$ cat config.mk
export PLATFORM = sky130hd
export DESIGN_NAME = urss_mul
export DESIGN_NICKNAME = d
export VERILOG_FILES = /design/src/sv/urss_pkg.sv /design/src/sv/urss_mul.sv
export SDC_FILE = /design/constraint.sdc
export NUM_CORES = 2
export LEC_CHECK = 0
export ABC_AREA = 1
export BUFFER_PORTS_ARGS = -buffer_cell sky130_fd_sc_hd__buf_4
export CORE_ASPECT_RATIO = 1.2
export CORE_UTILIZATION = 30
export DETAILED_ROUTE_END_ITERATION = 6
export GPL_ROUTABILITY_DRIVEN = 0
export PLACE_DENSITY = 0.41
export SETUP_SLACK_MARGIN = 0.1
export SLEW_MARGIN = 10
export SYNTH_ARGS = -nofsm -noshare
export SYNTH_HDL_FRONTEND = slang
export SYNTH_SLANG_ARGS = --single-unit
$ cat constraint.sdc
create_clock -name clock -period 10.9 [get_ports clock]
set_input_delay 2.18 -clock clock [delete_from_list [all_inputs] [get_ports clock]]
set_output_delay 2.18 -clock clock [all_outputs]
set_load 0.02 [all_outputs]
$ cat src/sv/urss_pkg.sv
// Shared types, constants and tables of the ultrasonic range to scan sector block.
package urss_pkg;

   // Defaults of the top-level parameters.
   localparam int SENSOR_COUNT_DEF = 12;
   localparam int SCAN_BINS_DEF    = 720;

   // Datapath widths.
   localparam int CW     = 40;  // CORDIC x and y, Q.30
   localparam int ZW     = 28;  // CORDIC angle, degrees Q.16
   localparam int MW     = 27;  // shared multiplier operand
   localparam int PW     = 54;  // shared multiplier product
   localparam int STEP_W = 4;
   localparam int CORDIC_STEPS = 16;

   // Configuration port.
   localparam int CSR_INDEX_W = 3;
   localparam int CSR_DATA_W  = 16;
   localparam logic [CSR_INDEX_W-1:0] CSR_CLIP_THRESHOLD  = 3'd0;
   localparam logic [CSR_INDEX_W-1:0] CSR_CLIP_SUBSTITUTE = 3'd1;
   localparam logic [CSR_INDEX_W-1:0] CSR_BLANK_SUBST     = 3'd2;
   localparam logic [CSR_INDEX_W-1:0] CSR_MIN_RANGE       = 3'd3;
   localparam logic [CSR_INDEX_W-1:0] CSR_MAX_RANGE       = 3'd4;
   localparam logic [CSR_INDEX_W-1:0] CSR_HALF_FOV        = 3'd5;

   // Reciprocal constants: sum*65536/300, sum/3, value/360, CORDIC gain.
   localparam logic signed [MW-1:0] M_XQ     = 27'sd57266231;
   localparam int                   XQ_SHIFT = 18;
   localparam logic [9:0]           M_DIV3   = 10'd683;
   localparam logic signed [MW-1:0] M_BIN    = 27'sd1491309;
   localparam int                   BIN_SHIFT = 29;
   localparam logic signed [MW-1:0] INV_GAIN = 27'sd39797;
   localparam int                   UP_SHIFT = 14;
   localparam logic signed [ZW-1:0] DEG_180  = 28'sd11796480;

   typedef struct packed {
      logic [7:0]  clip_threshold;
      logic [8:0]  clip_substitute;
      logic [8:0]  blank_substitute;
      logic [8:0]  min_range;
      logic [8:0]  max_range;
      logic [15:0] half_fov;
   } cfg_type;

   typedef struct packed {
      logic signed [17:0] dx;
      logic signed [17:0] dy;
      logic signed [17:0] c;
      logic signed [17:0] s;
   } pose_type;

   typedef struct packed {
      logic busy;
      logic done;
   } cordic_stat_type;

   // Mounting pose of each ring sensor; unused slots sit at the centre, angle 0.
   function automatic pose_type pose_rom(input logic [3:0] slot);
      pose_type p;
      unique case (slot)
         4'd0:  p = '{18'sd16515,  18'sd14942,  18'sd48396,  18'sd44190};
         4'd1:  p = '{18'sd17334,  18'sd9175,   18'sd65536,  18'sd0};
         4'd2:  p = '{18'sd17334,  -18'sd9175,  18'sd65536,  18'sd0};
         4'd3:  p = '{18'sd16450,  -18'sd14942, 18'sd48396,  -18'sd44190};
         4'd4:  p = '{18'sd8847,   -18'sd16417, 18'sd5942,   -18'sd65266};
         4'd5:  p = '{-18'sd8847,  -18'sd17957, 18'sd5942,   -18'sd65266};
         4'd6:  p = '{-18'sd16253, -18'sd17662, -18'sd44229, -18'sd48361};
         4'd7:  p = '{-18'sd17334, -18'sd9175,  -18'sd65536, 18'sd104};
         4'd8:  p = '{-18'sd17334, 18'sd9175,   -18'sd65536, 18'sd104};
         4'd9:  p = '{-18'sd16253, 18'sd17662,  -18'sd44229, 18'sd48361};
         4'd10: p = '{-18'sd10158, 18'sd17957,  18'sd5942,   18'sd65266};
         4'd11: p = '{18'sd8847,   18'sd16417,  18'sd5942,   18'sd65266};
         default: p = '{18'sd0, 18'sd0, 18'sd65536, 18'sd0};
      endcase
      return p;
   endfunction

   // Arctangent of 2^-i in degrees Q.16.
   function automatic logic signed [ZW-1:0] atan_deg(input logic [STEP_W-1:0] step);
      logic signed [ZW-1:0] a;
      unique case (step)
         4'd0:  a = 28'sd2949120;
         4'd1:  a = 28'sd1740967;
         4'd2:  a = 28'sd919879;
         4'd3:  a = 28'sd466945;
         4'd4:  a = 28'sd234379;
         4'd5:  a = 28'sd117304;
         4'd6:  a = 28'sd58666;
         4'd7:  a = 28'sd29335;
         4'd8:  a = 28'sd14668;
         4'd9:  a = 28'sd7334;
         4'd10: a = 28'sd3667;
         4'd11: a = 28'sd1833;
         4'd12: a = 28'sd917;
         4'd13: a = 28'sd458;
         4'd14: a = 28'sd229;
         default: a = 28'sd115;
      endcase
      return a;
   endfunction

endpackage

$ cat src/sv/urss_mul.sv
// Shared signed multiplier with a registered product.
module urss_mul (
   input  logic                              clock,
   input  logic signed [urss_pkg::MW-1:0]    a,
   input  logic signed [urss_pkg::MW-1:0]    b,
   output logic signed [urss_pkg::PW-1:0]    prod
);

   logic signed [urss_pkg::PW-1:0] prod_ff, prod_in;

   // Both operands are sign-extended to the product width.
   assign prod_in = a * b;
   assign prod    = prod_ff;

   always_ff @(posedge clock) begin
      prod_ff <= prod_in;
   end

endmodule

After elaboration in Yosys (flattened, before gate mapping) --
Cells that the tools add are included.
Word-level totals: word-level logic and storage cells 2, bits of input ports 55, output and inout port bits 54, bits in registers 54
Cells by class: $mul 1
Operators with widths (count):
- 27-bit by 27-bit multiplier with 54-bit output | 1

Logic depth before layout (Yosys ltp) --
depth in word-level cells 1, gate-level depth with buffers 31, mapped depth without buffers 29

Least setup slack after synthesis --
OpenSTA, ideal clock, no wires.
path kind input to register, from in a[26] (netlist name), to reg prod_ff (netlist bit prod[53]), slack 2477 ps, setup time 112 ps, arrival 8311 ps, data required time 10788 ps, path buffers 2, stages 25, path through clkbuf_1 -> clkbuf_1 -> nand2_1 -> inv_1 -> fa_1 -> fa_1 -> inv_1 -> fa_1 -> inv_1 -> fa_1 -> fa_1 -> inv_1 -> fa_1 -> inv_1 -> fa_1 -> ha_1 -> nand2_1 -> nor3_1 -> nand2_1 -> nor3_1 -> nand2_1 -> nand3_2 -> inv_1 -> nand2_1 -> nand2_1
On the way: longest elaborated chain between the ends 1
Ends and longest elaborated chain:
- start: declaration | RTL line urss_mul.sv:4 | input logic signed [urss_pkg::MW-1:0] a,
- 27-bit by 27-bit multiplier with 54-bit output | RTL line urss_mul.sv:12 | assign prod_in = a * b;
- net prod_in, one bit | RTL line urss_mul.sv:9 | logic signed [urss_pkg::PW-1:0] prod_ff, prod_in;
- end signal: assignment | RTL line urss_mul.sv:16 | prod_ff <= prod_in;
- end: declaration | RTL line urss_mul.sv:9
The timed path passes the listed nets, and every way through them passes these cells.

Worst setup path after layout --
from in b[3] (netlist name), to reg prod_ff (netlist bit prod[48])
On the way: longest elaborated chain between the ends 1
Ends and longest elaborated chain:
- start: declaration | RTL line urss_mul.sv:5 | input logic signed [urss_pkg::MW-1:0] b,
- 27-bit by 27-bit multiplier with 54-bit output | RTL line urss_mul.sv:12
- net prod_in, one bit | RTL line urss_mul.sv:9
The timed path passes the listed nets, and every way through them passes these cells.

==> reports/metrics.cfg <==
[run_status]
status = complete, but fails checks
violations = DRC

[route]
wirelength_microns = 95900
vias_per_cell = 4.37
wl_per_cell_microns = 19.1
vias = 21900
ant_nets = 0
first_iter_violations = 1096
drc = 9
drt_first_pass_iters = 7

[worst_setup_path]
slowest_delay_ps = 750
cp.depth = 22
path_buf_inv = 5
crit_type = in -> reg
cp.required_ps = 11110
cp_max_fo = 27
crit_slowest_cell = fa_1
path_delay_family = adder cells
crit_path_cell_trace = buf_4, nand2_1, inv_1, fa_1, fa_1, inv_1, fa_1, inv_1, fa_1, fa_1, fa_1, fa_1, ha_1, nand2_1, inv_1, nand2_1, nor3_1, nand2_1, nor2_1, nand2_1, nand4_1, nand2_1
worst_path_most_repeated_cell = fa_1
cp-end-kind = flop
startpoint_type = primary input
arrival_ps = 8860

[grt]
grt_pass1_wl_microns = 152000
overflow = 0
grt_usage = 0.203
grt_max_degree = 28
grt_pass1_vias = 25100
antenna_found_initial = 3

[floorplan]
rows = 125
floorplan.initialDensity = 0.304
die_x_microns = 288
io_pins = 109
coreArea_sq_mm = 0.0971
die_area_sq_mm = 0.0997
die_y_microns = 346

[timing]
setup_slack_ps = 2250
finalMaxSlewViolations = 0
max_clock_freq_mhz = 116
setup_tns_ps = 0
setup_viol = 0
rsz0062_at_grt = no
period_share = 0.794
tightestPinTransition_ps = 791
max-slew-margin-rel = 0.469
hold_viol = 0
post-route-min-period_ps = 8650

[finish]
synthToLayoutAreaGrowth_pct = 6.69
layout_common_cells = inv_1, nand2_1, fa_1, ha_1, buf_4
final_area_sq_mm = 0.0315
drive_gt1_frac = 0.0485
nNetsFinal = 4729
largest_reg_flops = 54
num_antenna_cells = 0
layout_commonest_cell = inv_1
n_fill_cell = 10400

[synth]
synth_seq_area_share = 0.0366
synth.largest_area_cell = fa_1
avgSynthCellArea_sq_um = 7.77
synth_area_sq_mm = 0.0295
syn_nets = 4774
ys_ff_latch = 54
post-synth-top-area-fraction = 0.516
synthTopCellsByArea = fa_1, inv_1, nand2_1, ha_1, dfxtp_1
yosysWarnings = 0
synth_cell_types = 31
syn_inst = 3800

[clock_network]
cts-root-buf = clkbuf_16
postCtsSetupBuffers = 0
htreeDepth = 2
clock_sinks = 54
cts_hold_buf = 0
cts_tree = yes
ctsResizeCount = 0
cts_buffer_depth = 2
cts_buffers = 5
clk_pin_slew_ps = 70

[placed_design]
placed_area_sq_mm = 0.0313
dp_hpwl_microns = 78400
port_buffers = 108
place_ws_ps = 1910

[hold_path]
holdPathStages = 3
hp-class = in -> reg

[flow_run]
drv_cap = 0

-- final cells by class --
| type | count | area (sq um) | area share |
|---|---|---|---|
| clock buffer | 5 | 125 | 0.00397 |
| clock inverter | 3 | 48.8 | 0.00155 |
| inverter | 1305 | 4900 | 0.155 |
| multi-input combinational | 2280 | 23000 | 0.728 |
| sequential | 54 | 1080 | 0.0343 |
| tap | 1270 | 1590 | 0.0504 |
| timing repair buffer | 109 | 818 | 0.0260 |
-- per-stage QoR --
step,instances,utilization,hold WS [ps]
3_3_place_gp,5018,0.323,2590
2_1_floorplan,3800,-,2500
4_1_cts,5026,0.325,2420
3_5_place_dp,5018,0.323,2590
5_1_grt,5026,0.325,2420
6_report,5026,0.325,2430
-- tightest hold or removal path, delay by kind of cell --
kind	cells	cell delay, ps
buffers and inverters	2	270
AND/OR/NAND/NOR	1	210
-- layer usage --
layer | track usage | wire, microns | vias to the layer above
li1 | - | - | 10200
met1 | 0.237 | 37900 | 11300
met2 | 0.402 | 53900 | 315
met3 | 0.0121 | 2320 | 71
met4 | 0.0335 | 1710 | 6
met5 | 0 | 34 | -
-- cells in the mapped netlist --
master    instances
inv_1          1294
nand2_1        1023
fa_1            761
clkbuf_1        160
ha_1            158
nor2_1           80
a21oi_1          54
dfxtp_1          54
nand3_1          46
xor2_1           28
nand2_2          20
nand4_1          19
o21ai_0          19
nor2_2           12
inv_2            10
o21ai_1          10
nor3_1            8
xnor2_1           7
nor2_4            6
a21oi_2           5
o21bai_1          5
or2_2             5
nor3_2            4
and3_1            3
and2_0            2
nand3_2           2
a31oi_1           1
buf_1             1
clkinv_1          1
nand3b_1          1
o21ai_2           1
-- logic make-up after synthesis --
kind of cell	Yosys count	share of synthesized area
fa+ha+maj	919	0.583
buf+inv	1466	0.186
compound gates	95	0.0173
flops	54	0.0366
xor+xnor	35	0.0104
simple gates	1231	0.167
-- path summary, 6_finish.rpt --
| check | from | to | slack (ps) |
|---|---|---|---|
| worst min-delay path | b[0] | prod[0] | 2430 |
| worst max-delay path | b[3] | prod[48] | 2250 |
Power is left out: the tool's default activity adds up to more than one toggle a clock period on the data nets, which glitch-free logic cannot reach.
