<file path="config.mk">
export PLATFORM = sky130hd
export DESIGN_NAME = urss_cordic
export DESIGN_NICKNAME = d
export VERILOG_FILES = /design/src/sv/urss_pkg.sv /design/src/sv/urss_cordic.sv
export SDC_FILE = /design/constraint.sdc
export NUM_CORES = 1
export LEC_CHECK = 0
export ABC_AREA = 1
export BUFFER_PORTS_ARGS = -buffer_cell sky130_fd_sc_hd__buf_2
export CORE_MARGIN = 8
export CORE_UTILIZATION = 32
export DETAILED_ROUTE_END_ITERATION = 12
export GPL_ROUTABILITY_DRIVEN = 1
export SETUP_SLACK_MARGIN = 0.2
export SLEW_MARGIN = 20
export SYNTH_ARGS = -nofsm -noshare
export SYNTH_HDL_FRONTEND = slang
export SYNTH_SLANG_ARGS = --single-unit
</file>
<file path="constraint.sdc">
create_clock -name clock -period 9.1 [get_ports clock]
set_input_delay 0.455 -clock clock [delete_from_list [all_inputs] [get_ports clock]]
set_output_delay 0.455 -clock clock [all_outputs]
set_load 0.03 [all_outputs]
</file>
<file path="src/sv/urss_pkg.sv">
// Shared types, constants and tables of the ultrasonic range to scan sector block.
package urss_pkg;

   // Defaults of the top-level parameters.
   localparam int SENSOR_COUNT_DEF = 12;
   localparam int SCAN_BINS_DEF    = 720;

   // Datapath widths.
   localparam int CW     = 40;  // CORDIC x and y, Q.30
   localparam int ZW     = 28;  // CORDIC angle, degrees Q.16
   localparam int MW     = 27;  // shared multiplier operand
   localparam int PW     = 54;  // shared multiplier product
   localparam int STEP_W = 4;
   localparam int CORDIC_STEPS = 16;

   // Configuration port.
   localparam int CSR_INDEX_W = 3;
   localparam int CSR_DATA_W  = 16;
   localparam logic [CSR_INDEX_W-1:0] CSR_CLIP_THRESHOLD  = 3'd0;
   localparam logic [CSR_INDEX_W-1:0] CSR_CLIP_SUBSTITUTE = 3'd1;
   localparam logic [CSR_INDEX_W-1:0] CSR_BLANK_SUBST     = 3'd2;
   localparam logic [CSR_INDEX_W-1:0] CSR_MIN_RANGE       = 3'd3;
   localparam logic [CSR_INDEX_W-1:0] CSR_MAX_RANGE       = 3'd4;
   localparam logic [CSR_INDEX_W-1:0] CSR_HALF_FOV        = 3'd5;

   // Reciprocal constants: sum*65536/300, sum/3, value/360, CORDIC gain.
   localparam logic signed [MW-1:0] M_XQ     = 27'sd57266231;
   localparam int                   XQ_SHIFT = 18;
   localparam logic [9:0]           M_DIV3   = 10'd683;
   localparam logic signed [MW-1:0] M_BIN    = 27'sd1491309;
   localparam int                   BIN_SHIFT = 29;
   localparam logic signed [MW-1:0] INV_GAIN = 27'sd39797;
   localparam int                   UP_SHIFT = 14;
   localparam logic signed [ZW-1:0] DEG_180  = 28'sd11796480;

   typedef struct packed {
      logic [7:0]  clip_threshold;
      logic [8:0]  clip_substitute;
      logic [8:0]  blank_substitute;
      logic [8:0]  min_range;
      logic [8:0]  max_range;
      logic [15:0] half_fov;
   } cfg_type;

   typedef struct packed {
      logic signed [17:0] dx;
      logic signed [17:0] dy;
      logic signed [17:0] c;
      logic signed [17:0] s;
   } pose_type;

   typedef struct packed {
      logic busy;
      logic done;
   } cordic_stat_type;

   // Mounting pose of each ring sensor; unused slots sit at the centre, angle 0.
   function automatic pose_type pose_rom(input logic [3:0] slot);
      pose_type p;
      unique case (slot)
         4'd0:  p = '{18'sd16515,  18'sd14942,  18'sd48396,  18'sd44190};
         4'd1:  p = '{18'sd17334,  18'sd9175,   18'sd65536,  18'sd0};
         4'd2:  p = '{18'sd17334,  -18'sd9175,  18'sd65536,  18'sd0};
         4'd3:  p = '{18'sd16450,  -18'sd14942, 18'sd48396,  -18'sd44190};
         4'd4:  p = '{18'sd8847,   -18'sd16417, 18'sd5942,   -18'sd65266};
         4'd5:  p = '{-18'sd8847,  -18'sd17957, 18'sd5942,   -18'sd65266};
         4'd6:  p = '{-18'sd16253, -18'sd17662, -18'sd44229, -18'sd48361};
         4'd7:  p = '{-18'sd17334, -18'sd9175,  -18'sd65536, 18'sd104};
         4'd8:  p = '{-18'sd17334, 18'sd9175,   -18'sd65536, 18'sd104};
         4'd9:  p = '{-18'sd16253, 18'sd17662,  -18'sd44229, 18'sd48361};
         4'd10: p = '{-18'sd10158, 18'sd17957,  18'sd5942,   18'sd65266};
         4'd11: p = '{18'sd8847,   18'sd16417,  18'sd5942,   18'sd65266};
         default: p = '{18'sd0, 18'sd0, 18'sd65536, 18'sd0};
      endcase
      return p;
   endfunction

   // Arctangent of 2^-i in degrees Q.16.
   function automatic logic signed [ZW-1:0] atan_deg(input logic [STEP_W-1:0] step);
      logic signed [ZW-1:0] a;
      unique case (step)
         4'd0:  a = 28'sd2949120;
         4'd1:  a = 28'sd1740967;
         4'd2:  a = 28'sd919879;
         4'd3:  a = 28'sd466945;
         4'd4:  a = 28'sd234379;
         4'd5:  a = 28'sd117304;
         4'd6:  a = 28'sd58666;
         4'd7:  a = 28'sd29335;
         4'd8:  a = 28'sd14668;
         4'd9:  a = 28'sd7334;
         4'd10: a = 28'sd3667;
         4'd11: a = 28'sd1833;
         4'd12: a = 28'sd917;
         4'd13: a = 28'sd458;
         4'd14: a = 28'sd229;
         default: a = 28'sd115;
      endcase
      return a;
   endfunction

endpackage

</file>
<file path="src/sv/urss_cordic.sv">
// Iterative vectoring CORDIC: magnitude and angle in degrees, one step a cycle.
module urss_cordic (
   input  logic                             clock,
   input  logic                             reset,
   input  logic                             start,
   input  logic signed [urss_pkg::CW-1:0]   x_start,
   input  logic signed [urss_pkg::CW-1:0]   y_start,
   output urss_pkg::cordic_stat_type        stat,
   output logic signed [urss_pkg::CW-1:0]   mag,
   output logic signed [urss_pkg::ZW-1:0]   ang
);

   localparam int CW = urss_pkg::CW;
   localparam int ZW = urss_pkg::ZW;
   localparam int STEP_W = urss_pkg::STEP_W;

   logic signed [CW-1:0]   x_ff, x_in, y_ff, y_in, xs, ys;
   logic signed [ZW-1:0]   z_ff, z_in;
   logic [STEP_W-1:0]      step_ff, step_in;
   logic                   busy_ff, busy_in, done_ff, done_in;

   // Arithmetic shift that rounds toward zero like an integer quotient.
   function automatic logic signed [CW-1:0] tz_shift(input logic signed [CW-1:0] v,
                                                     input logic [STEP_W-1:0] sh);
      logic [CW-1:0]        mask;
      logic signed [CW-1:0] q;
      logic signed [CW-1:0] one_v;
      mask  = (CW'(1) << sh) - CW'(1);
      q     = v >>> sh;
      one_v = CW'(1);
      if (v[CW-1] && ((v & mask) != '0)) begin
         q = q + one_v;
      end
      return q;
   endfunction

   assign xs = tz_shift(x_ff, step_ff);
   assign ys = tz_shift(y_ff, step_ff);

   // Start, pre-rotation of the left half plane, and one micro-rotation a cycle.
   always_comb begin
      x_in    = x_ff;
      y_in    = y_ff;
      z_in    = z_ff;
      step_in = step_ff;
      busy_in = busy_ff;
      done_in = 1'b0;
      if (start) begin
         step_in = '0;
         if (x_start == '0 && y_start == '0) begin
            x_in    = '0;
            z_in    = '0;
            done_in = 1'b1;
            busy_in = 1'b0;
         end else if (x_start[CW-1]) begin
            x_in    = -x_start;
            y_in    = -y_start;
            z_in    = y_start[CW-1] ? -urss_pkg::DEG_180 : urss_pkg::DEG_180;
            busy_in = 1'b1;
         end else begin
            x_in    = x_start;
            y_in    = y_start;
            z_in    = '0;
            busy_in = 1'b1;
         end
      end else if (busy_ff) begin
         if (!y_ff[CW-1]) begin
            x_in = x_ff + ys;
            y_in = y_ff - xs;
            z_in = z_ff + urss_pkg::atan_deg(step_ff);
         end else begin
            x_in = x_ff - ys;
            y_in = y_ff + xs;
            z_in = z_ff - urss_pkg::atan_deg(step_ff);
         end
         step_in = step_ff + STEP_W'(1);
         if (step_ff == STEP_W'(urss_pkg::CORDIC_STEPS - 1)) begin
            busy_in = 1'b0;
            done_in = 1'b1;
         end
      end
   end

   always_ff @(posedge clock) begin
      if (reset) begin
         busy_ff <= 1'b0;
         done_ff <= 1'b0;
         step_ff <= '0;
      end else begin
         busy_ff <= busy_in;
         done_ff <= done_in;
         step_ff <= step_in;
      end
      x_ff <= x_in;
      y_ff <= y_in;
      z_ff <= z_in;
   end

   assign stat.busy = busy_ff;
   assign stat.done = done_ff;
   assign mag = x_ff;
   assign ang = z_ff;

endmodule

</file>
# After elaboration in Yosys (flattened, before gate mapping)
# Memories as Yosys holds them, arrays and structs flattened. A register that Yosys moved wholly into a read port is not among the register bits.
# Index checks and enable logic that the tools add are counted.
# W data, S select, Z words.
dict set report word_totals {
  n_memories 2
  romBits 704
  regBits 114
  inputBits 83
  out_inout_bits 70
  word_cells 73
}
# memory depth word_bits read_ports rd_clocked_by_memory_dff write_ports line_no
set mem_list {}
lappend mem_list {{(name not given)} 16 22 1 1 0 urss_pkg.sv:81} ;# unique case (step)
lappend mem_list {{(name not given)} 16 22 1 1 0 urss_pkg.sv:81}
dict set report classes {
  shifts 3
  n_bitwise 2
  add_sub_neg 12
  reduce_logical 10
  mux 36
  n_eq_ne 2
}
# cell count
set op_table {}
lappend op_table {{$mux W40} 12}
lappend op_table {{$mux W28} 12}
lappend op_table {{$add A40 B2 Y40 const B} 2}
lappend op_table {{$add A40 B40 Y40} 2}
lappend op_table {{$and A40 B40 Y40} 2}
lappend op_table {{$logic_not A40 Y1} 2}
lappend op_table {{$neg A40 Y40} 2}
lappend op_table {{$reduce_bool A40 Y1} 2}
lappend op_table {{$sshr A40 B4 Y40} 2}
lappend op_table {{$sub A40 B40 Y40} 2}
lappend op_table {{$shl A1 B4 Y40 const A} 1}
lappend op_table {{$sub A40 B2 Y40 const B} 1}
lappend op_table {{$add A28 B28 Y28} 1}
lappend op_table {{$sub A28 B28 Y28} 1}
lappend op_table {{$mux W4} 4}
lappend op_table {{$mux W1} 8}
lappend op_table {{$add A4 B1 Y4 const B} 1}
lappend op_table {{$eq A4 B4 Y1 const B} 1}
lappend op_table {{$logic_and A1 B1 Y1} 3}
lappend op_table {{$ne A2 B2 Y1 const B} 1}
lappend op_table {{$reduce_and A2 Y1} 1}
lappend op_table {{$reduce_bool A2 Y1} 1}
lappend op_table {{$reduce_or A2 Y1} 1}

# Depth between registers and ports, before layout
dict set report logic_depth {
  depth_word 10
  mapped_depth 53
  depth_no_buf 48
}

# Worst setup path after synthesis
# OpenSTA, ideal clock, no wires.
dict set report synth_path {
  path_kind {register to register}
  start {reg step_ff[1]}
  end {reg y_ff[33] (data pin)}
  setup_slack_ns 2.349
  period_less_slack_ns 6.751
  path_stages_with_launch 47
  arrival_time_ns 6.495
  required_ns 8.844
  cell_sequence {dfxtp_1 > buf_2 > inv_2 > buf_4 > buf_2 > buf_4 > ha_1 > o21ai_0 > nand2_2 > nor2_4 > nand2_1 > nor4_1 > ha_1 > inv_1 > nand2_1 > o211ai_1 > a21oi_1 > nand3_1 > (+11 left out) > nor2_1 > xor2_1 > inv_1 > ha_1 > nand2_1 > inv_1 > a21oi_1 > o21ai_0 > a21oi_1 > o21ai_0 > a21oi_1 > o21ai_0 > a21boi_0 > o21bai_1 > a21oi_1 > xnor2_1 > nand2_1 > nand2_1}
}
dict set report synth_via {
  elab_chain_cells 10
  elab_cells_between_ends 13
  cone_classes {4 x add/sub; 2 x shift; 4 x mux; 1 x bitwise; 2 x reduce/logical}
}
# element line_no
set synth_lines {}
lappend synth_lines {{start: declaration} urss_cordic.sv:19} ;# logic [STEP_W-1:0] step_ff, step_in;
lappend synth_lines {{start signal: assignment} urss_cordic.sv:92} ;# step_ff <= step_in;
lappend synth_lines {{$shl A1 B4 Y40} urss_cordic.sv:28} ;# mask = (CW'(1) << sh) - CW'(1);
lappend synth_lines {{$sub A40 B2 Y40} urss_cordic.sv:28}
lappend synth_lines {{$and A40 B40 Y40} urss_cordic.sv:31} ;# if (v[CW-1] && ((v & mask) != '0)) begin
lappend synth_lines {{$reduce_bool A40 Y1} urss_cordic.sv:31}
lappend synth_lines {{$logic_and A1 B1 Y1} urss_cordic.sv:31}
lappend synth_lines {{$mux W40 (*)} urss_cordic.sv:31}
lappend synth_lines {{$sub A40 B40 Y40 or $add A40 B40 Y40 (tied branches)} {urss_cordic.sv:69, urss_cordic.sv:73}}
lappend synth_lines {{$mux W40 (*)} urss_cordic.sv:67} ;# if (!y_ff[CW-1]) begin
lappend synth_lines {{$mux W40 (*)} urss_cordic.sv:66} ;# end else if (busy_ff) begin
lappend synth_lines {{$mux W40 (*)} urss_cordic.sv:48} ;# if (start) begin
lappend synth_lines {{named net y_in[33]} urss_cordic.sv:17} ;# logic signed [CW-1:0] x_ff, x_in, y_ff, y_in, xs, ys;
lappend synth_lines {{end signal: assignment} urss_cordic.sv:95} ;# y_ff <= y_in;
lappend synth_lines {{end: declaration} urss_cordic.sv:17}
# The timed path passes the listed nets; every way through them passes the cells marked *. The select of a mux whose other input is x is not followed.
# A chain may end at the register's enable or synchronous reset.

# Worst setup path after layout
dict set report layout_path {
  start {reg step_ff[0]}
  end {reg y_ff[37] (data pin)}
}
# The elaborated chain is that of the path after synthesis.

==> out/results.tsv <==
metric	value	unit
synthArstFlopShare	0	
first_global_vias	26204	
syn_nets	4570	
ant_nets	0	
place_area	25800	µm²
pre_cts_slack	1430	ps
tritoncts	done	
yosys.cell_count.top_type	nand2_1	
yosys_warnings	0	
status	complete, no violations	
core	75600	µm²
cp.arrival	8120	ps
hold_buffers	0	
fin_crit	7900	ps
grt_pass1_wl	153000	µm
powerDensity	463	nW/µm²
fin_ws	1200	ps
maxCapViolCount	0	
ys_types	61	
min_from	reset	
hold_end	busy_ff	
fin_area	26300	µm²
grt-ovfl-total	0	
areaGrowthSynthToFinish	8.45	%
crit_fanout	41	
skew	21.2	ps
syn_inst	4351	
critPathMostFrequentCell	a21oi_1	
holdPathStages	2	
ys.flop_type	edfxtp_1	
wirelength	99400	µm
dieArea	85000	µm²
worstRegToRegCells	40	
post-dp-hpwl	81000	µm
final_hold_viol_count	0	
setup-tns-final	0	ps
seq_area_frac_synth	0.157	
startpoint_type	flip-flop	
die_width	291	µm
synth_commonest_cells	nand2_1, nor2_1, nand3_1	
yosysTopAreaCell	nand2_1	
cpPeakStageDelay	590	ps
cts_made_buffers	17	
vdd_drop_max	197	µV
wl_per_cell	18.4	µm
finalCritPeriodShare	0.868	
cts_setup_buffers	0	
root_buffer	clkbuf_16	
reg2reg_from	step_ff[0]	
max_freq	127	MHz
antenna_found_initial	1	
synthTopCellsByArea	nand2_1, edfxtp_1, nand3_1, nor2_1, inv_1	
place_congestion	1.03	
initial_core_util	0.321	
slew_violations	0	
cts_sinks	136	
cts-htree-levels	4	
worst_slew_pin_slew	1010	ps
track_usage	0.224	
holdWs	186	ps
portBuffers	152	
setup_viol	0	
drive_gt1_frac	0.0696	
clkLatencyLatePin	470	ps
vias	28775	
io-pin-count	153	
critPathSlowestCell	dfxtp_4	
max-clock-path-buffers	2	
p_leak	0.0129	µW
viasPerCell	5.32	
synth_edf_count	108	
hp-class	primary input to flip-flop	
drt-initial-drc-count	2922	
drc	0	
grt_max_degree	81	
worstSetupStartpoint	step_ff[0]	
syn_area_per_cell	5.58	µm²
regToRegSetupSlack	1200	ps
nets	4631	
cts.reportedPaths.clkPinSlew	70	ps
r2r-end	y_ff[37]	
post_cts_resized	0	
endpoint_kind	flip-flop	
core.rowCount	101	
relSlewSlack	0.326	
critPathRequiredTime	9320	ps
fp.dieH	291	µm
dr.pass1.iters	7	
n_fill_cell	8591	
post-route-util	0.349	
synth_area	24300	µm²
rsz0062_at_grt	no	
synth_top_area_frac	0.216	
worstSetupPathType	flip-flop to flip-flop	
yosys_register_bits	136	
[worst max path at each step]
stage               cells after the start       end  slack, ps
floorplan                              46  y_ff[33]       2350
global placement                       41  y_ff[33]       1390
detailed placement                     41  y_ff[33]       1430
CTS                                    41  y_ff[33]       1380
global route                           43  y_ff[35]        480
finish                                 40  y_ff[37]       1200
[per-layer routing]
metal,GRT usage,wire [µm]
met4,0.0816,3680
met5,0,0
met3,0.0356,6670
met2,0.367,45200
met1,0.294,43800
[metrics by stage]
stage                     instances  total power, µW
after floorplan                4351             8460
after global placement         5371            11300
after detailed placement       5371            11300
after CTS                      5403            12100
after global routing           5403            13400
final                          5404            12200
[layout by cell type (no fill, tap or decap), drive strengths merged, types with 3 or more instances in the layout]
| cell | instances |
|---|---|
| a21boi | 4 |
| a21o | 3 |
| a21oi | 273 |
| a31oi | 20 |
| and2 | 5 |
| and3 | 3 |
| buf | 179 |
| clkbuf | 18 |
| clkinv | 8 |
| clkinvlp | 3 |
| dfxtp | 28 |
| edfxtp | 108 |
| fa | 3 |
| ha | 133 |
| inv | 477 |
| nand2 | 1409 |
| nand3 | 486 |
| nand3b | 15 |
| nand4 | 62 |
| nor2 | 517 |
| nor3 | 70 |
| nor4 | 20 |
| o211ai | 26 |
| o21a | 11 |
| o21ai | 298 |
| o21bai | 18 |
| o221ai | 6 |
| o22ai | 14 |
| o31ai | 11 |
| or2 | 24 |
| or3 | 5 |
| xnor2 | 54 |
| xor2 | 98 |
[layout make-up]
class                           instances  area, µm²  area share
Antenna cell                            1       2.50   0.0000950
Tap cell                              978       1220      0.0465
Multi-Input combinational cell       3603      18000       0.682
Sequential cell                       136       3810       0.145
Inverter                              475       1780      0.0677
Clock inverter                         14        138     0.00523
Timing Repair Buffer                  179        966      0.0367
Clock buffer                           18        439      0.0167
[power breakdown]
part           leakage, µW  switching (µW)  total (µW)  internal [µW]
Clock             0.000274             337         727            390
Combinational       0.0113            6640        9790           3160
Sequential         0.00133             561        1660           1100
Total               0.0129            7540       12200           4650
[logic make-up after synthesis]
| family | share of synthesized area |
|---|---|
| XOR/XNOR | 0.0548 |
| flip-flops | 0.157 |
| adder cells (fa/ha/maj) | 0.0710 |
| AND/OR/NAND/NOR | 0.456 |
| buffers and inverters | 0.104 |
| multiplexers | 0.000824 |
| AO/OA/AOI/OAI | 0.156 |
[worst max-delay path: cells and delay by family, from the launching register on]
| family | cells | cell delay, ps |
|---|---|---|
| and+or+nand+nor | 13 | 1580 |
| adders and majority gates | 4 | 1100 |
| xor gates and xnor gates | 2 | 590 |
| AOI/OAI and AO/OA | 16 | 3290 |
| buffers and inverters | 5 | 490 |
| DFF | 1 | 590 |
(Power assumes the default switching activity.)
