`config.mk`:
```
export PLATFORM = sky130hd
export DESIGN_NAME = urss_csr_flat
export DESIGN_NICKNAME = d
export VERILOG_FILES = /design/src/sv/urss_pkg.sv /design/src/sv/urss_if.sv /design/src/sv/urss_csr.sv /design/src/flat_wrapper.sv
export SDC_FILE = /design/constraint.sdc
export NUM_CORES = 1
export LEC_CHECK = 0
export BUFFER_PORTS_ARGS = -buffer_cell sky130_fd_sc_hd__buf_2
export CORE_ASPECT_RATIO = 0.6
export CORE_MARGIN = 1
export CORE_UTILIZATION = 47
export CTS_BUF_LIST = sky130_fd_sc_hd__clkbuf_8
export CTS_CLUSTER_DIAMETER = 80
export DETAILED_ROUTE_END_ITERATION = 12
export MAX_ROUTING_LAYER = met4
export PLACE_DENSITY = 0.88
export SLEW_MARGIN = 10
export SYNTH_ARGS = -nofsm -noshare
export SYNTH_HDL_FRONTEND = slang
export SYNTH_SLANG_ARGS = --single-unit
```
`constraint.sdc`:
```
create_clock -name clock -period 1.01 [get_ports clock]
set_input_delay 0.1515 -clock clock [delete_from_list [all_inputs] [get_ports clock]]
set_output_delay 0.1515 -clock clock [all_outputs]
set_load 0.02 [all_outputs]
```
`src/sv/urss_pkg.sv`:
```
// Shared types, constants and tables of the ultrasonic range to scan sector block.
package urss_pkg;

   // Defaults of the top-level parameters.
   localparam int SENSOR_COUNT_DEF = 12;
   localparam int SCAN_BINS_DEF    = 720;

   // Datapath widths.
   localparam int CW     = 40;  // CORDIC x and y, Q.30
   localparam int ZW     = 28;  // CORDIC angle, degrees Q.16
   localparam int MW     = 27;  // shared multiplier operand
   localparam int PW     = 54;  // shared multiplier product
   localparam int STEP_W = 4;
   localparam int CORDIC_STEPS = 16;

   // Configuration port.
   localparam int CSR_INDEX_W = 3;
   localparam int CSR_DATA_W  = 16;
   localparam logic [CSR_INDEX_W-1:0] CSR_CLIP_THRESHOLD  = 3'd0;
   localparam logic [CSR_INDEX_W-1:0] CSR_CLIP_SUBSTITUTE = 3'd1;
   localparam logic [CSR_INDEX_W-1:0] CSR_BLANK_SUBST     = 3'd2;
   localparam logic [CSR_INDEX_W-1:0] CSR_MIN_RANGE       = 3'd3;
   localparam logic [CSR_INDEX_W-1:0] CSR_MAX_RANGE       = 3'd4;
   localparam logic [CSR_INDEX_W-1:0] CSR_HALF_FOV        = 3'd5;

   // Reciprocal constants: sum*65536/300, sum/3, value/360, CORDIC gain.
   localparam logic signed [MW-1:0] M_XQ     = 27'sd57266231;
   localparam int                   XQ_SHIFT = 18;
   localparam logic [9:0]           M_DIV3   = 10'd683;
   localparam logic signed [MW-1:0] M_BIN    = 27'sd1491309;
   localparam int                   BIN_SHIFT = 29;
   localparam logic signed [MW-1:0] INV_GAIN = 27'sd39797;
   localparam int                   UP_SHIFT = 14;
   localparam logic signed [ZW-1:0] DEG_180  = 28'sd11796480;

   typedef struct packed {
      logic [7:0]  clip_threshold;
      logic [8:0]  clip_substitute;
      logic [8:0]  blank_substitute;
      logic [8:0]  min_range;
      logic [8:0]  max_range;
      logic [15:0] half_fov;
   } cfg_type;

   typedef struct packed {
      logic signed [17:0] dx;
      logic signed [17:0] dy;
      logic signed [17:0] c;
      logic signed [17:0] s;
   } pose_type;

   typedef struct packed {
      logic busy;
      logic done;
   } cordic_stat_type;

   // Mounting pose of each ring sensor; unused slots sit at the centre, angle 0.
   function automatic pose_type pose_rom(input logic [3:0] slot);
      pose_type p;
      unique case (slot)
         4'd0:  p = '{18'sd16515,  18'sd14942,  18'sd48396,  18'sd44190};
         4'd1:  p = '{18'sd17334,  18'sd9175,   18'sd65536,  18'sd0};
         4'd2:  p = '{18'sd17334,  -18'sd9175,  18'sd65536,  18'sd0};
         4'd3:  p = '{18'sd16450,  -18'sd14942, 18'sd48396,  -18'sd44190};
         4'd4:  p = '{18'sd8847,   -18'sd16417, 18'sd5942,   -18'sd65266};
         4'd5:  p = '{-18'sd8847,  -18'sd17957, 18'sd5942,   -18'sd65266};
         4'd6:  p = '{-18'sd16253, -18'sd17662, -18'sd44229, -18'sd48361};
         4'd7:  p = '{-18'sd17334, -18'sd9175,  -18'sd65536, 18'sd104};
         4'd8:  p = '{-18'sd17334, 18'sd9175,   -18'sd65536, 18'sd104};
         4'd9:  p = '{-18'sd16253, 18'sd17662,  -18'sd44229, 18'sd48361};
         4'd10: p = '{-18'sd10158, 18'sd17957,  18'sd5942,   18'sd65266};
         4'd11: p = '{18'sd8847,   18'sd16417,  18'sd5942,   18'sd65266};
         default: p = '{18'sd0, 18'sd0, 18'sd65536, 18'sd0};
      endcase
      return p;
   endfunction

   // Arctangent of 2^-i in degrees Q.16.
   function automatic logic signed [ZW-1:0] atan_deg(input logic [STEP_W-1:0] step);
      logic signed [ZW-1:0] a;
      unique case (step)
         4'd0:  a = 28'sd2949120;
         4'd1:  a = 28'sd1740967;
         4'd2:  a = 28'sd919879;
         4'd3:  a = 28'sd466945;
         4'd4:  a = 28'sd234379;
         4'd5:  a = 28'sd117304;
         4'd6:  a = 28'sd58666;
         4'd7:  a = 28'sd29335;
         4'd8:  a = 28'sd14668;
         4'd9:  a = 28'sd7334;
         4'd10: a = 28'sd3667;
         4'd11: a = 28'sd1833;
         4'd12: a = 28'sd917;
         4'd13: a = 28'sd458;
         4'd14: a = 28'sd229;
         default: a = 28'sd115;
      endcase
      return a;
   endfunction

endpackage

```
`src/sv/urss_if.sv`:
```


interface urss_csr_if;
   logic                               valid;
   logic                               ready;
   logic [urss_pkg::CSR_INDEX_W-1:0]   index;
   logic [urss_pkg::CSR_DATA_W-1:0]    data;
   modport source(output valid, index, data, input ready);
   modport sink(input valid, index, data, output ready);
endinterface

```
`src/sv/urss_csr.sv`:
```
// Configuration register file.
module urss_csr (
   input  logic              clock,
   input  logic              reset,
   urss_csr_if.sink          csr_chan,
   output urss_pkg::cfg_type cfg
);

   urss_pkg::cfg_type cfg_ff, cfg_in;

   assign csr_chan.ready = 1'b1;
   assign cfg = cfg_ff;

   // Decode one write transfer; indexes past the list are dropped.
   always_comb begin
      cfg_in = cfg_ff;
      if (csr_chan.valid) begin
         unique case (csr_chan.index)
            urss_pkg::CSR_CLIP_THRESHOLD:  cfg_in.clip_threshold   = csr_chan.data[7:0];
            urss_pkg::CSR_CLIP_SUBSTITUTE: cfg_in.clip_substitute  = csr_chan.data[8:0];
            urss_pkg::CSR_BLANK_SUBST:     cfg_in.blank_substitute = csr_chan.data[8:0];
            urss_pkg::CSR_MIN_RANGE:       cfg_in.min_range        = csr_chan.data[8:0];
            urss_pkg::CSR_MAX_RANGE:       cfg_in.max_range        = csr_chan.data[8:0];
            urss_pkg::CSR_HALF_FOV:        cfg_in.half_fov         = csr_chan.data;
            default: ;
         endcase
      end
   end

   always_ff @(posedge clock) begin
      if (reset) begin
         cfg_ff.clip_threshold   <= 8'd105;
         cfg_ff.clip_substitute  <= 9'd310;
         cfg_ff.blank_substitute <= 9'd200;
         cfg_ff.min_range        <= 9'd5;
         cfg_ff.max_range        <= 9'd100;
         cfg_ff.half_fov         <= 16'd17560;
      end else begin
         cfg_ff <= cfg_in;
      end
   end

endmodule

```
`src/flat_wrapper.sv`:
```
// flat-port wrapper written by rule: the top's interface ports become plain ports
module urss_csr_flat 
  (clock, reset, cfg, csr_chan_valid, csr_chan_index, csr_chan_data, csr_chan_ready);
  urss_csr_if csr_chan_i ();
  input  logic clock;
  input  logic reset;
  output urss_pkg::cfg_type cfg;
  input wire logic [$bits(csr_chan_i.valid)-1:0] csr_chan_valid;
  input wire logic [$bits(csr_chan_i.index)-1:0] csr_chan_index;
  input wire logic [$bits(csr_chan_i.data)-1:0] csr_chan_data;
  output wire logic [$bits(csr_chan_i.ready)-1:0] csr_chan_ready;
  assign csr_chan_i.valid = csr_chan_valid;
  assign csr_chan_i.index = csr_chan_index;
  assign csr_chan_i.data = csr_chan_data;
  assign csr_chan_ready = csr_chan_i.ready;
  urss_csr u_core (.clock(clock), .reset(reset), .csr_chan(csr_chan_i), .cfg(cfg));
endmodule
```
* Word level (Yosys, flattened, before mapping)
Cells that the tools add are included.
** Operators by class
- Eq/ne operators :: 5
- Reductions and logical operators :: 7
** Operators with widths (count)
- AND reduction 2 bit :: 6
- == test 3 x 2 -> 1 bit (second input constant) :: 2
- == test 3 bit (second input constant) :: 2
- == test 3 x 1 -> 1 bit (second input constant) :: 1
- zero test 3 bit :: 1
** Storage, ports and cells
- Flip-flop bits (word level) :: 60
- Input bits :: 22
- Output and inout bits :: 61
- Word-level logic and storage cells :: 18

* Logic depth before layout (Yosys ltp)
Gate-level depths: netlist of run 1.
- Word-level depth :: 2
- Gate-level depth with buffers :: 5
- Gate-level depth less buffers :: 2

* Least setup slack after synthesis of run 1
No wires, ideal clock.
- Kind :: input port to flip-flop
- From :: input port csr_chan_index[2]
- To :: register u_core.cfg_ff, in the netlist u_core.cfg[55]
- Setup time :: 123 ps
- Data arrival time :: 941 ps
- Required time :: 887 ps
- Path slack :: -54 ps
- Stages on the path :: 3
- Path buffers :: 1
- Path through :: or4b_1 buf_6 mux2i_1
** On the way
- Word-level cells in the longest chain between the ends :: 2
** Ends and longest elaborated chain
- start, declared :: RTL line flat_wrapper.sv:9 : input wire logic [$bits(csr_chan_i.index)-1:0] csr_chan_index;
- zero test 3 bit :: RTL line urss_csr.sv:18 : unique case (csr_chan.index)
- AND reduction 2 bit (no line)
- end signal, assigned :: RTL line urss_csr.sv:39 : cfg_ff <= cfg_in;
- end, declared :: RTL line urss_csr.sv:9 : urss_pkg::cfg_type cfg_ff, cfg_in;
Every way passes these cells.
A chain may end at the register's enable or synchronous reset.

* Worst setup path after layout of run 1
- From :: register u_core.cfg_ff, in the netlist u_core.cfg[57]
- To :: output port cfg[57] (netlist bit)
** RTL lines
- end, declared :: RTL line flat_wrapper.sv:7 : output urss_pkg::cfg_type cfg;
No word-level cell between the ends.

==> results of run 1 <==
routing by layer:
metal	share of wire	vias up	wire length, um
met5	0	-	0
met4	0.010	0	59
met3	0.081	8	470
met2	0.45	76	2610
met1	0.46	909	2690
li1	-	941	-
per-stage QoR:
step / cell area, um^2 / setup TNS [ns] / hold slack, ns / power, mW / std cells
after floorplan: 2440 / -0.293 / 0.306 / 2.77 / 231
after global placement: 2990 / -4.27 / 0.406 / 2.95 / 372
after detailed placement: 2990 / -5.77 / 0.419 / 2.97 / 372
after CTS: 3190 / 0 / 0.0684 / 5.05 / 386
after global routing: 3290 / -0.00635 / 0.0866 / 5.21 / 386
final: 3290 / 0 / 0.0836 / 5.01 / 386
path summary, 6_finish.rpt:
path	depth (start not counted)	start	slack, ns	end
setup / recovery	1	u_core.cfg[57]$_SDFFE_PP1P_	0.02	cfg[57]
hold / removal	3	csr_chan_data[12]	0.08	u_core.cfg[12]$_SDFFE_PP0P_
hold reg to reg	2	u_core.cfg[16]$_SDFFE_PP0P_	0.47	u_core.cfg[16]$_SDFFE_PP0P_
setup reg to reg	2	u_core.cfg[3]$_SDFFE_PP1P_	0.35	u_core.cfg[3]$_SDFFE_PP1P_
layout by cell type (no fill, tap or decap), types with 3 or more instances in the layout:
cell type,netlist,layout
mux2i_1,60,60
nand2b_1,52,52
dfxtp_1,60,50
buf_4,1,48
buf_2,8,42
nor2_1,33,33
clkbuf_8,0,11
dfxtp_2,0,10
buf_12,0,4
nand4bb_1,3,3
cells by family after synthesis:
| logic type | share of synthesized area |
|---|---|
| AND/OR/NAND/NOR | 0.220 |
| other | 0.00154 |
| multiplexers | 0.247 |
| flip-flops | 0.493 |
| buffers and inverters | 0.0380 |
power breakdown:
| group | switching [mW] | internal (mW) |
|---|---|---|
| Sequential | 0.0295 | 2.42 |
| Clock | 0.842 | 1.23 |
| Combinational | 0.260 | 0.229 |
| Total | 1.13 | 3.88 |
worst reg2reg max path: stages (launching register included):
cell	delay [ns]
dfxtp_1	0.32
nor2_1	0.14
mux2i_1	0.08
cell type report:
class	count	area, um^2
fillers	394	1490
repair buffers	95	662
clock buffers	11	151
multi-input cells	154	1140
flip-flops and latches	60	1210
clock inverters	3	38.8
well taps	63	78.8
==> qor.yml, run 1 <==
gr-total-overflow: 0
grt_pass1_wl_um: 8770
die_y_um: 57.8
postSynth.asyncResetShare: 0
drtIter0Drc: 53
fmax_ghz: 1.01
cpPeakStageDelay_ns: 0.35
netlist_top_cells_count: "dfxtp_1, mux2i_1, nand2b_1, nor2_1, buf_2"
drive_above_1_share: 0.372
critPathMaxFanout: 2
use_met2: 0.340
status: "completed"
cts_tree: "yes"
synth_top_area_frac: 0.493
drc: 0
cp-end-kind: "primary output"
port-buffer-count: 81
ios: 83
die-area_um2: 5480
final_core_util: 0.688
synth_edf_count: 0
maxSlewViolCount: 0
busiest_layer: "met2"
rows: 19
syn-num-nets: 253
wl_per_cell_um: 15.1
largest_register_ffs: 60
clock-sinks: 60
finalCritPeriodShare: 0.979
cts_max_level: 3
grt_max_degree: 41
layout_setup_ws_ns: 0.0212
post_cts_buffers: 0
synth_area_um2: 2430
yosysSeqAreaShare: 0.493
vias: 1934
criticalPathCategory: "reg2out"
antenna_cells: 0
ant_nets: 0
ctsResizeCount: 7
period_needed_ns: 0.989
synth_seq_cells: 60
synth.avg_cell_area_um2: 10.5
met3_usage: 0.0879
ys_warn_count: 0
use_met1: 0.273
powerDensity_nw_per_um2: 1520
maxCapViolCount: 0
start_util: 0.510
pre_cts_slack_ns: -0.217
viasPerCell: 5.01
setup_viol_count_final: 0
critPathTopFamily: "flip-flops"
first_pass_iters: 4
place.gp.congestion: 0.752
worstPathArrival_ns: 0.84
fin_skew_ns: 0
grt_usage: 0.225
synthFlopType: "dfxtp_1"
die_w_um: 94.9
ys_types: 15
path_buf_inv: 1
hp-class: "in2reg"
root_buffer: "clkbuf_8"
dp_hpwl_um: 4100
hold_buffers: 0
ir_drop_uv: 1140
synth_cells: 231
cp_slowest_cell: "dfxtp_1"
clock_path_buffers: 2
netlist_top_cells_area: "dfxtp_1, mux2i_1, nand2b_1, nor2_1, buf_2"
core_area_um2: 4780
clk_latency_ns: 0.33
cts_buffers: 9
area_delta_synth_final_pct: 35.1
antenna_found_initial: 0
fin_nets: 342
yosysTopAreaCell: "dfxtp_1"
p_leak_nw: 1.59
path_cells: "buf_4"
crit_required_ns: 0.86
path_clk_slew_ns: 0.07
first_global_vias: 1864
worstSetupStartpointType: "register"
hold_viol: 0
postRouteWirelength_um: 5830
Note: power is estimated with default switching activity, not from simulation.
==> run 2, diff against run 1 <==
--- a/config.mk
+++ b/config.mk
@@ -14,6 +14,7 @@
 export DETAILED_ROUTE_END_ITERATION = 12
 export MAX_ROUTING_LAYER = met4
 export PLACE_DENSITY = 0.88
+export SETUP_SLACK_MARGIN = 0.5
 export SLEW_MARGIN = 10
 export SYNTH_ARGS = -nofsm -noshare
 export SYNTH_HDL_FRONTEND = slang
==> qor.yml, run 2 (synthesis results as in run 1) <==
ant_nets: 0  # unchanged
rows: 19  # unchanged
pre_cts_slack_ns: -0.191  # +0.0268 ns
crit_required_ns: 0.86  # about the same
drtIter0Drc: 68  # +28%
place.gp.congestion: 0.749  # -0.41%
rrSetupSlack_ns: 0.14  # -0.21 ns
final_core_util: 0.887  # +0.199
core_area_um2: 4780  # unchanged
antenna_found_initial: 0  # unchanged
start_util: 0.510  # unchanged
worstPathArrival_ns: 0.83  # about the same
critPathTopFamily: "flip-flops"
die_w_um: 94.9  # unchanged
layout_setup_ws_ns: 0.0320  # +0.0107 ns
cts_tree: "yes"
fmax_ghz: 1.02  # +1.1%
die_y_um: 57.8  # unchanged
worstSetupStartpointType: "register"
criticalPathCategory: "reg2out"
p_total_mw: 5.55  # +11%
rsz0062_at_grt: "yes"
largest_register_ffs: 60  # unchanged
ir_drop_uv: 1150  # +0.45%
fin_nets: 367  # +7.3%
antenna_cells: 0  # unchanged
powerDensity_nw_per_um2: 1310  # -14%
first_pass_iters: 4  # unchanged
postRouteWirelength_um: 8140  # +40%
port-buffer-count: 81  # unchanged
hp-class: "in2reg"
path_buf_inv: 1  # unchanged
grt_usage: 0.290  # +0.0653
p_leak_nw: 1.91  # +20%
clock-sinks: 60  # unchanged
grt_max_degree: 29  # -29%
setup_viol_count_final: 0  # unchanged
hold_viol: 0  # unchanged
dp_hpwl_um: 4210  # +2.7%
layout_commonest_cell: "buf_6"
ios: 83  # unchanged
vias: 2160  # +12%
hold_buffers: 0  # unchanged
cp-end-kind: "primary output"
critPathMaxFanout: 2  # unchanged
cts_max_level: 3  # unchanged
status: "completed"
area_delta_synth_final_pct: 74.2
cp_slowest_cell: "dfxtp_4"
path_clk_slew_ns: 0.06  # about the same
drc: 0  # unchanged
finalCritPeriodShare: 0.968  # -0.0106
viasPerCell: 5.23  # +4.4%
clock_path_buffers: 2  # unchanged
drive_above_1_share: 0.600  # +0.228
wl_per_cell_um: 19.7  # +30%
root_buffer: "clkbuf_8"
fin_skew_ns: 0  # unchanged
gr-total-overflow: 0  # unchanged
layout_common_cells: "buf_6, dfxtp_4, mux2i_1"
first_global_vias: 2125  # +14%
clk_latency_ns: 0.33  # about the same
maxSlewViolCount: 0  # unchanged
period_needed_ns: 0.978  # -0.0107 ns
cpPeakStageDelay_ns: 0.36  # about the same
path_cells: "buf_6"
cts_buffers: 9  # unchanged
maxCapViolCount: 0  # unchanged
die-area_um2: 5480  # unchanged
grt_pass1_wl_um: 11100  # +27%
==> run 2: cell types whose count changed in the layout (fill, tap and decap cells not counted), moves of 3 or more <==
cell      previous run  this run
buf_2               42        18
nor2_4               0         3
nand2b_1            52        47
dfxtp_2             10         0
buf_4               48        13
dfxtp_1             50         0
dfxtp_4              0        60
buf_6                1        81
nand2b_4             0         5
nor2_1              33        28
==> run 2: area by class of cell <==
type / count / area (um^2)
flip-flops and latches: 60 / 1430
repair buffers: 120 / 1260
multi-input cells: 154 / 1250
fillers: 210 / 538
clock buffers: 9 / 124
clock inverters: 7 / 106
well taps: 63 / 78.8
==> run 2: worst paths after layout <==
| kind | from | cells past startpoint | to |
|---|---|---|---|
| max | u_core.cfg[59]$_SDFFE_PP0P_ | 1 | cfg[59] |
| min | csr_chan_data[9] | 3 | u_core.cfg[9]$_SDFFE_PP0P_ |
| max reg2reg | u_core.cfg[22]$_SDFFE_PP1P_ | 4 | u_core.cfg[22]$_SDFFE_PP1P_ |
| min reg2reg | u_core.cfg[39]$_SDFFE_PP0P_ | 2 | u_core.cfg[39]$_SDFFE_PP0P_ |
==> run 2: metal layers <==
metal / vias to the layer above / track usage / share of wire
met3: 22 / 0.117 / 0.057
met5: - / - / 0
met2: 90 / 0.490 / 0.49
met4: 0 / 0.0563 / 0.024
met1: 1053 / 0.328 / 0.42
li1: 995 / - / -
==> run 2: what timing repair did <==
item                                   in CTS  in global routing
buffers inserted                           12                  9
pin swaps                                   8                  4
resized for setup                         147                 13
gates cloned                                1                  1
endpoints found under the hold margin       0                  0
setup endpoints to repair                 120                120
==> run 2: stage by stage <==
| step | std cells | hold WS (ns) | instance area (um^2) | TNS, ns |
|---|---|---|---|---|
| 2_1_floorplan | 231 | 0.295 | 2800 | -0.285 |
| 3_3_place_gp | 374 | 0.401 | 3280 | -3.81 |
| 3_5_place_dp | 374 | 0.415 | 3280 | -4.96 |
| 4_1_cts | 403 | 0.0600 | 4110 | 0 |
| 5_1_grt | 413 | 0.0691 | 4240 | 0 |
| 6_report | 413 | 0.0705 | 4240 | 0 |
==> run 2: where the power goes <==
| group | leakage [nW] | internal, mW | switching, mW |
|---|---|---|---|
| Clock | 0.119 | 1.61 | 0.927 |
| Combinational | 1.27 | 0.358 | 0.320 |
| Sequential | 0.514 | 2.30 | 0.0449 |
==> run 3, diff against run 2 <==
--- a/config.mk
+++ b/config.mk
@@ -14,6 +14,7 @@
 export DETAILED_ROUTE_END_ITERATION = 12
 export MAX_ROUTING_LAYER = met4
 export PLACE_DENSITY = 0.88
+export RECOVER_POWER = 100
 export SETUP_SLACK_MARGIN = 0.5
 export SLEW_MARGIN = 10
 export SYNTH_ARGS = -nofsm -noshare
==> qor.yml, run 3 (synthesis results as in run 1) <==
status: "completed"
drtIter0Drc: 66  # -2.9%
rows: 19  # unchanged
ir_drop_uv: 1150  # about the same
die_w_um: 94.9  # unchanged
path_clk_slew_ns: 0.07  # about the same
hp-class: "in2reg"
critPathMaxFanout: 2  # unchanged
path_cells: "buf_4"
worstPathArrival_ns: 0.83  # about the same
root_buffer: "clkbuf_8"
ios: 83  # unchanged
layout_commonest_cell: "buf_6"
fin_skew_ns: 0  # unchanged
ant_nets: 0  # unchanged
fin_nets: 367  # unchanged
final_core_util: 0.867  # -0.0204
hold_viol: 0  # unchanged
final_cells: 413  # unchanged
criticalPathCategory: "reg2out"
period_needed_ns: 0.979  # +0.000923 ns
power_frac_seq: 0.425  # +0.003
antenna_found_initial: 0  # unchanged
finalInstanceArea_um2: 4140  # -2.3%
place.gp.congestion: 0.749  # unchanged
pwr-share-comb: 0.118  # -0.004
start_util: 0.510  # unchanged
wl_per_cell_um: 19.7  # -0.12%
clk_latency_ns: 0.33  # about the same
first_global_vias: 2125  # unchanged
dp_cells: 374  # unchanged
swShare: 0.231  # -0.00150
viasPerCell: 5.22  # -0.14%
grt_usage: 0.290  # unchanged
clock_path_buffers: 2  # unchanged
antenna_cells: 0  # unchanged
area_delta_synth_final_pct: 70.1
vias: 2157  # -0.14%
die_y_um: 57.8  # unchanged
critPathTopFamily: "flip-flops"
cpPeakStageDelay_ns: 0.34  # -0.02 ns
path_buf_inv: 1  # unchanged
maxSlewViolCount: 0  # unchanged
worstSetupStartpointType: "register"
p_leak_nw: 1.88  # -1.2%
grt_pass1_wl_um: 11100  # unchanged
nFillCells: 239  # +14%
grt_max_degree: 29  # unchanged
p_int_mw: 4.24  # -0.47%
finalCritPeriodShare: 0.969  # about the same
rsz0062_at_grt: "yes"
setup_viol_count_final: 0  # unchanged
layout_common_cells: "buf_6, mux2i_1, dfxtp_4"
clock-sinks: 60  # unchanged
powerDensity_nw_per_um2: 1330  # +1.7%
first_pass_iters: 4  # unchanged
gr-total-overflow: 0  # unchanged
cp-end-kind: "primary output"
cts_buffers: 9  # unchanged
cts_tree: "yes"
postRouteWirelength_um: 8130  # -0.12%
port-buffer-count: 81  # unchanged
clkPwrFrac: 0.458  # about the same
power.switching_mw: 1.27  # -1.3%
die-area_um2: 5480  # unchanged
maxCapViolCount: 0  # unchanged
crit_required_ns: 0.86  # about the same
drive_above_1_share: 0.583  # -0.0171
largest_register_ffs: 60  # unchanged
drc: 0  # unchanged
place_area_um2: 3280  # unchanged
fmax_ghz: 1.02  # about the same
dp_hpwl_um: 4210  # unchanged
cp_slowest_cell: "dfxtp_4"
core_area_um2: 4780  # unchanged
cts_max_level: 3  # unchanged
run 3: repair_timing:
action / 4_1_cts / 5_1_grt
setup buffers: 12 / 9
gates cloned: 1 / 1
pin swaps: 8 / 4
setup endpoints to repair: 120 / 120
hold buffers: 0 / 0
gates resized for setup: 147 / 13
run 3: per-stage QoR:
stage                     hold WS, ns  power [mW]   TNS [ns]  worst slack [ns]
after floorplan                 0.295        2.69     -0.285           -0.0376
after detailed placement        0.415        2.87      -4.96            -0.191
after global placement          0.401        2.86      -3.81            -0.165
after global routing           0.0691        5.70  -0.000703         -0.000703
after CTS                      0.0600        5.50          0            0.0338
final                          0.0679        5.52          0            0.0310
run 3: metal layers:
| layer | track usage | part of all wire | up-vias |
|---|---|---|---|
| li1 | - | - | 1000 |
| met1 | 0.328 | 0.41 | 1045 |
| met5 | - | 0 | - |
| met2 | 0.490 | 0.50 | 91 |
| met4 | 0.0563 | 0.025 | 0 |
| met3 | 0.117 | 0.064 | 21 |
run 3: power by group through the flow:
| stage | clock network (mW) | registers, mW | logic [mW] |
|---|---|---|---|
| 5_1_grt | 2.67 | 2.35 | 0.682 |
| 4_1_cts | 2.54 | 2.34 | 0.617 |
| 2_1_floorplan | 0 | 2.44 | 0.252 |
| 3_5_place_dp | 0 | 2.38 | 0.494 |
| 6_report | 2.52 | 2.34 | 0.649 |
| 3_3_place_gp | 0 | 2.38 | 0.484 |
run 3: cell type report:
cell class | instances | area, um^2 | area share
well taps | 63 | 78.8 | 0.0190
clock inverters | 7 | 106 | 0.0257
clock buffers | 9 | 124 | 0.0299
multi-input cells | 154 | 1230 | 0.296
repair buffers | 120 | 1180 | 0.286
flip-flops and latches | 60 | 1420 | 0.343
run 3: path summary, 6_finish.rpt:
kind	from	cells after the start	to	slack [ns]
worst max-delay path	u_core.cfg[4]$_SDFFE_PP1P_	1	cfg[4]	0.03
worst min-delay path	csr_chan_data[9]	3	u_core.cfg[9]$_SDFFE_PP0P_	0.07
worst max register to register	u_core.cfg[22]$_SDFFE_PP1P_	4	u_core.cfg[22]$_SDFFE_PP1P_	0.14
worst min register to register	u_core.cfg[38]$_SDFFE_PP0P_	2	u_core.cfg[38]$_SDFFE_PP0P_	0.50
